<file path="src/sv/cecr_pkg.sv">
// cecr_pkg: shared constants and the per-item flag bundle for the
// circle collision response pipeline. No dependencies.
`default_nettype none

package cecr_pkg;

   // radius fields and their sum
   localparam int RADIUS_BITS = 16;
   localparam int RSUM_BITS   = RADIUS_BITS + 1;
   // squared distance and squared radius sum
   localparam int SQ_BITS     = 2 * RSUM_BITS;
   // fractional bits of the projection quotient
   localparam int QUOT_FRAC   = 16;
   // low partial product split of the quotient
   localparam int QLO_BITS    = 32;

   // control bits that travel with each item
   typedef struct packed {
      logic valid;
      logic hit;
      logic qneg;
      logic sx;
      logic sy;
   } flags_type;

endpackage

`default_nettype wire

</file>
<file path="src/sv/cecr_back.sv">
// cecr_back: projection multiply in split partial products, velocity
// update with saturation, output register and skid entry. Uses cecr_pkg.
`default_nettype none

module cecr_back #(
   parameter int COORD_BITS = 24
) (
   input  wire logic                            clock,
   input  wire logic                            reset,
   input  wire logic                            en,
   input  cecr_pkg::flags_type                  in_flags,
   input  wire logic [COORD_BITS+33:0]          in_quot,
   input  wire logic [cecr_pkg::RSUM_BITS-1:0]  in_ax,
   input  wire logic [cecr_pkg::RSUM_BITS-1:0]  in_ay,
   input  wire logic [3:0][COORD_BITS-1:0]      in_vel,
   input  wire logic                            rsp_ready,
   output logic                                 rsp_valid,
   output logic signed [COORD_BITS-1:0]         new_first_vel_x,
   output logic signed [COORD_BITS-1:0]         new_first_vel_y,
   output logic signed [COORD_BITS-1:0]         new_second_vel_x,
   output logic signed [COORD_BITS-1:0]         new_second_vel_y,
   output logic                                 hit,
   output logic                                 clamped,
   output logic                                 skid_busy
);

   localparam int C   = COORD_BITS;
   localparam int NB  = COORD_BITS + 18 + cecr_pkg::QUOT_FRAC;
   localparam int RW  = cecr_pkg::RSUM_BITS;
   localparam int QL  = cecr_pkg::QLO_BITS;
   localparam int LOW = QL + RW;
   localparam int HIW = NB - QL + RW;
   localparam int FW  = NB + RW;
   localparam int MW  = C + 2;
   localparam logic signed [C+3:0] SAT_HI = {5'b00000, {(C-1){1'b1}}};
   localparam logic signed [C+3:0] SAT_LO = {5'b11111, {(C-1){1'b0}}};

   typedef struct packed {
      logic [C-1:0] n1x;
      logic [C-1:0] n1y;
      logic [C-1:0] n2x;
      logic [C-1:0] n2y;
      logic         hit;
      logic         clamped;
   } rsp_type;

   // clip to the coordinate range, top bit reports a clip
   function automatic logic [C:0] sat(input logic signed [C+3:0] v);
      logic [C:0] r;
      if (v > SAT_HI) begin
         r = {1'b1, SAT_HI[C-1:0]};
      end else if (v < SAT_LO) begin
         r = {1'b1, SAT_LO[C-1:0]};
      end else begin
         r = {1'b0, v[C-1:0]};
      end
      return r;
   endfunction

   // b1: quotient times offset magnitude, split in low and high parts
   cecr_pkg::flags_type b1_flg_ff;
   logic [LOW-1:0]      b1_plo_x_ff, b1_plo_y_ff;
   logic [HIW-1:0]      b1_phi_x_ff, b1_phi_y_ff;
   logic [3:0][C-1:0]   b1_vel_ff;

   always_ff @(posedge clock) begin
      if (reset) begin
         b1_flg_ff <= '0;
      end else if (en) begin
         b1_flg_ff <= in_flags;
      end
   end

   always_ff @(posedge clock) begin
      if (en) begin
         b1_plo_x_ff <= in_quot[QL-1:0] * in_ax;
         b1_plo_y_ff <= in_quot[QL-1:0] * in_ay;
         b1_phi_x_ff <= in_quot[NB-1:QL] * in_ax;
         b1_phi_y_ff <= in_quot[NB-1:QL] * in_ay;
         b1_vel_ff   <= in_vel;
      end
   end

   // b2: merge partial products and drop the quotient fraction
   cecr_pkg::flags_type b2_flg_ff;
   logic [FW-1:0]       full_x, full_y;
   logic [MW-1:0]       b2_mx_ff, b2_my_ff;
   logic [3:0][C-1:0]   b2_vel_ff;

   always_comb begin
      full_x = {b1_phi_x_ff, {QL{1'b0}}} + FW'(b1_plo_x_ff);
      full_y = {b1_phi_y_ff, {QL{1'b0}}} + FW'(b1_plo_y_ff);
   end

   always_ff @(posedge clock) begin
      if (reset) begin
         b2_flg_ff <= '0;
      end else if (en) begin
         b2_flg_ff <= b1_flg_ff;
      end
   end

   always_ff @(posedge clock) begin
      if (en) begin
         b2_mx_ff  <= full_x[cecr_pkg::QUOT_FRAC +: MW];
         b2_my_ff  <= full_y[cecr_pkg::QUOT_FRAC +: MW];
         b2_vel_ff <= b1_vel_ff;
      end
   end

   // b3: apply the projection sign
   cecr_pkg::flags_type b3_flg_ff;
   logic signed [C+2:0] mag_x, mag_y;
   logic signed [C+2:0] b3_px_ff, b3_py_ff;
   logic [3:0][C-1:0]   b3_vel_ff;

   always_comb begin
      mag_x = (C+3)'(b2_mx_ff);
      mag_y = (C+3)'(b2_my_ff);
   end

   always_ff @(posedge clock) begin
      if (reset) begin
         b3_flg_ff <= '0;
      end else if (en) begin
         b3_flg_ff <= b2_flg_ff;
      end
   end

   always_ff @(posedge clock) begin
      if (en) begin
         b3_px_ff  <= (b2_flg_ff.qneg ^ b2_flg_ff.sx) ? -mag_x : mag_x;
         b3_py_ff  <= (b2_flg_ff.qneg ^ b2_flg_ff.sy) ? -mag_y : mag_y;
         b3_vel_ff <= b2_vel_ff;
      end
   end

   // b4: update, saturate and select the result
   logic signed [C+3:0] sum1x, sum1y, sum2x, sum2y;
   logic [C:0]          sat1x, sat1y, sat2x, sat2y;
   rsp_type             res_in;
   logic                produce;

   always_comb begin
      sum1x = (C+4)'($signed(b3_vel_ff[0])) - (C+4)'(b3_px_ff);
      sum1y = (C+4)'($signed(b3_vel_ff[1])) - (C+4)'(b3_py_ff);
      sum2x = (C+4)'($signed(b3_vel_ff[2])) + (C+4)'(b3_px_ff);
      sum2y = (C+4)'($signed(b3_vel_ff[3])) + (C+4)'(b3_py_ff);
      sat1x = sat(sum1x);
      sat1y = sat(sum1y);
      sat2x = sat(sum2x);
      sat2y = sat(sum2y);
      if (b3_flg_ff.hit) begin
         res_in.n1x     = sat1x[C-1:0];
         res_in.n1y     = sat1y[C-1:0];
         res_in.n2x     = sat2x[C-1:0];
         res_in.n2y     = sat2y[C-1:0];
         res_in.hit     = 1'b1;
         res_in.clamped = sat1x[C] | sat1y[C] | sat2x[C] | sat2y[C];
      end else begin
         res_in.n1x     = b3_vel_ff[0];
         res_in.n1y     = b3_vel_ff[1];
         res_in.n2x     = b3_vel_ff[2];
         res_in.n2y     = b3_vel_ff[3];
         res_in.hit     = 1'b0;
         res_in.clamped = 1'b0;
      end
      produce = en && b3_flg_ff.valid;
   end

   // output register with one skid entry behind it
   logic    out_valid_ff, skid_valid_ff;
   rsp_type out_data_ff, skid_data_ff;

   always_ff @(posedge clock) begin
      if (reset) begin
         out_valid_ff  <= 1'b0;
         skid_valid_ff <= 1'b0;
      end else if (skid_valid_ff) begin
         if (rsp_ready) begin
            skid_valid_ff <= 1'b0;
         end
      end else if (produce) begin
         if (out_valid_ff && !rsp_ready) begin
            skid_valid_ff <= 1'b1;
         end else begin
            out_valid_ff <= 1'b1;
         end
      end else if (rsp_ready) begin
         out_valid_ff <= 1'b0;
      end
   end

   always_ff @(posedge clock) begin
      if (skid_valid_ff) begin
         if (rsp_ready) begin
            out_data_ff <= skid_data_ff;
         end
      end else if (produce) begin
         if (out_valid_ff && !rsp_ready) begin
            skid_data_ff <= res_in;
         end else begin
            out_data_ff <= res_in;
         end
      end
   end

   assign rsp_valid        = out_valid_ff;
   assign new_first_vel_x  = out_data_ff.n1x;
   assign new_first_vel_y  = out_data_ff.n1y;
   assign new_second_vel_x = out_data_ff.n2x;
   assign new_second_vel_y = out_data_ff.n2y;
   assign hit              = out_data_ff.hit;
   assign clamped          = out_data_ff.clamped;
   assign skid_busy        = skid_valid_ff;

endmodule

`default_nettype wire

</file>
<file path="config.mk">
export PLATFORM = sky130hd
export DESIGN_NAME = cecr_back
export DESIGN_NICKNAME = d
export VERILOG_FILES = /design/src/sv/cecr_pkg.sv /design/src/sv/cecr_back.sv
export SDC_FILE = /design/constraint.sdc
export NUM_CORES = 2
export LEC_CHECK = 0
export BUFFER_PORTS_ARGS = -buffer_cell sky130_fd_sc_hd__clkbuf_2
export CORE_ASPECT_RATIO = 0.8
export CORE_MARGIN = 4
export CORE_UTILIZATION = 45
export DETAILED_ROUTE_END_ITERATION = 16
export GPL_TIMING_DRIVEN = 0
export SYNTH_ARGS = -nofsm -noshare
export SYNTH_HDL_FRONTEND = slang
export SYNTH_SLANG_ARGS = --single-unit
</file>
<file path="constraint.sdc">
create_clock -name clock -period 19.8 [get_ports clock]
set_input_delay 0.99 -clock clock [delete_from_list [all_inputs] [get_ports clock]]
set_output_delay 0.99 -clock clock [all_outputs]
set_load 0.005 [all_outputs]
</file>
==> results.toml <==
[logic_synthesis]
syn_nets = 7589
avgSynthCellArea_um2 = 10.41
synth_area_mm2 = 0.06380
synth_ff_type = "edfxtp_1"
synth_edf_count = 662
syn_inst = 6132
synthArstFlopShare = 0
ys_seq_area_frac = 0.3160
netlist.area_leader.share = 0.3116
synth_cell_types = 75
synth_largest_area_cell = "edfxtp_1"
yosysWarnings = 0
synth_area_leaders = "edfxtp_1, fa_1, inv_1"
synth-seq-cells = 676

[hold_path]
hold_path_depth = 0
hp-class = "register to register"
hold_path.startpoint = "b2_vel_ff[21]"
min_to = "b3_vel_ff[21]"

[layout]
multi_input_area_mm2 = 0.03806
register_area_mm2 = 0.02016
layout_common_cells = "inv_1, fa_1, nand2_1"
syn2layout_area_growth_pct = 10.22
stdcell_count = 8448
n_fill_cell = 12940
final_common_cell = "inv_1"
drive_above_1_share = 0.08035
fin_nets = 7957
design_area_mm2 = 0.07033

[sta]
hold_violations = 0
setup_viol = 0
fin_crit_sh = 0.4973
worst_slack_ns = 9.954
max_freq_ghz = 0.1016
report.final.slew_viol_count = 0
fin_crit_ns = 9.846
worst_clock_skew_ns = 0.03913
worst_slew_pin_slew_ns = 1.275
grt_setup_unrepaired = "no"
slew_headroom = 0.1502

[worst_setup_path]
r2r_end = "new_second_vel_x[17]"
max_stage_delay_ns = 0.96
worst-path-stages = 24
cp.buffers_inverters = 5
crit_top_cell = "fa_1"
critPathLaunchType = "primary input"
path_class = "primary input to register"
reg2reg_setup_slack_ns = 15.03
reg2regPathDepth = 12
r2r_start = "b3_px_ff[7]"
worstPathCellList = "clkbuf_1, clkbuf_1, nand2_1, fa_1, fa_1, inv_1, ha_1, fa_1, inv_1, fa_1, fa_1, inv_1, ha_1, a2111oi_0, o221ai_1, o211a_1, a311oi_1, o211ai_1, a31oi_1, o21ai_0, nand4_1, nand3_1, o41ai_1, xnor2_1"
cp_top_family = "compound AO/OA/AOI/OAI gates"
slowest_stage = "clkbuf_1"
crit_required_ns = 20.10
end_kind = "register"
worstPathMaxFanout = 10
worstPathArrival_ns = 10.14

[routing]
routed_wl_um = 189400
wire_per_inst_um = 22.41
drtAntennaViolNets = 0
drt-pass1-iter-count = 6
drc = 0
vias = 44420
drt_iter0_markers = 3456
vias_per_cell = 5.258

[grt]
grt_max_degree = 119
top_usage_layer = "met2"
grtUsageMet1 = 0.3600
grt_pass1_wl_um = 285600
grt_usage = 0.2579
use_met2 = 0.3997
grt_pass1_vias = 45740
antenna_found_initial = 21
grt.met3_usage = 0.05861
overflow = 0

[placement]
place.gp.congestion = 0.9591
dp_slack_ns = 9.580
dpl.hpwl_um = 152500
port_buffers = 269
postPlaceCellArea_mm2 = 0.06781
dp.cells = 8297

[floorplanning]
start_util = 0.4536
die_h_um = 344.8
io_pins = 297
dieArea_mm2 = 0.1479
coreArea_mm2 = 0.1407
die_w_um = 429.0
placementRows = 123

[cts]
cts_sinks = 676
clock_latency_ns = 0.65
cts_buffer_depth = 3
path_clk_slew_ns = 0.06
cts_inserted_buffers = 76
ctsResizeCount = 0
cts_setup_buffers = 0
cts-root-buf = "clkbuf_16"
ctsHoldBuffers = 0
htree_num_levels = 3
tritoncts = "yes"

[run]
maxCapViolations = 0

[status]
status = "finished, final reports clean"
## synthesized netlist by cell type (28+ instances only)
library cell  instances
nand2_1             862
nor3_1               29
mux2_2               75
o31ai_1              32
o21ai_0              86
a21oi_1             243
fa_1                906
clkbuf_1            266
edfxtp_1            662
a21o_1               75
inv_1              1210
and2_1              437
nand3_1              28
xor2_1               97
nor2_1              212
xnor2_1             183
o21bai_1             33
ha_1                354
a211oi_1             29
## worst max path at each step
stage / start / end / slack (ns)
floorplan: en / skid_data_ff[0] / 7.60
global placement: en / skid_data_ff[35] / -7.24
detailed placement: in_ay[5] / b1_plo_y_ff[41] / 9.58
global route: in_ay[5] / b1_plo_y_ff[41] / 9.65
finish: in_ay[5] / b1_plo_y_ff[41] / 9.95
CTS: in_ay[5] / b1_plo_y_ff[41] / 10.24
## kinds of logic (layout without fill, tap and decap cells)
kind of cell             Yosys count  after routing  synth area share
AND/OR/NAND/NOR                 1686           1686            0.1229
buffers and inverters           1488           1915           0.08795
adder cells (fa/ha/maj)         1260           1260            0.3537
flip-flops                       676            676            0.3160
AO/OA/AOI/OAI                    653            653           0.06565
XOR/XNOR                         280            280           0.03844
multiplexers                      89             89           0.01543
other                              0             14                 0
## routing by layer
| layer | wire length, um | up-vias | part of all wire |
|---|---|---|---|
| met4 | 6855 | 4 | 0.036 |
| met3 | 17030 | 342 | 0.090 |
| met5 | 21 | - | 0.00011 |
| met2 | 83880 | 1759 | 0.44 |
| met1 | 81570 | 22310 | 0.43 |
| li1 | - | 20010 | - |
## worst reg2reg max path: stages, from the launching register on
cell	delay (ns)
edfxtp_1	0.54
ha_1	0.42
and2_1	0.17
o2111a_1	0.19
a21oi_1	0.12
a211oi_1	0.44
o21ai_0	0.22
a311o_1	0.37
a31oi_1	0.57
a31o_2	0.32
clkbuf_1	0.57
a21oi_1	0.29
o31ai_1	0.36
## area by class of cell
| type | instances | share of cell area |
|---|---|---|
| clock buffer | 91 | 0.02845 |
| sequential | 676 | 0.2867 |
| tap | 1875 | 0.03336 |
| buffer | 277 | 0.01516 |
| inverter | 1211 | 0.06464 |
| antenna | 14 | 0.0004982 |
| multi-input combinational | 3968 | 0.5411 |
| timing repair buffer | 290 | 0.02336 |
| clock inverter | 46 | 0.006743 |
## registers in the layout (all words and copies together) (netlist names), 26 cells and up
name,flops
skid_data_ff,98
b2_mx_ff,26
b3_vel_ff,96
b1_plo_x_ff,26
b1_plo_y_ff,26
b2_vel_ff,96
b3_py_ff,27
b3_px_ff,27
b1_vel_ff,96
b2_my_ff,26
## per-stage QoR
| step | TNS (ns) | utilization | hold WS [ns] |
|---|---|---|---|
| 2_1_floorplan | 0 | - | 0.4003 |
| 3_3_place_gp | -714.96 | 0.4799 | 0.4007 |
| 3_5_place_dp | 0 | 0.4821 | 0.4045 |
| 4_1_cts | 0 | 0.4997 | 0.4021 |
| 5_1_grt | 0 | 0.4998 | 0.4092 |
| 6_report | 0 | 0.5000 | 0.4095 |
Power is left out: the tool's default activity adds up to more than one toggle a clock period on the data nets, which glitch-free logic cannot reach.
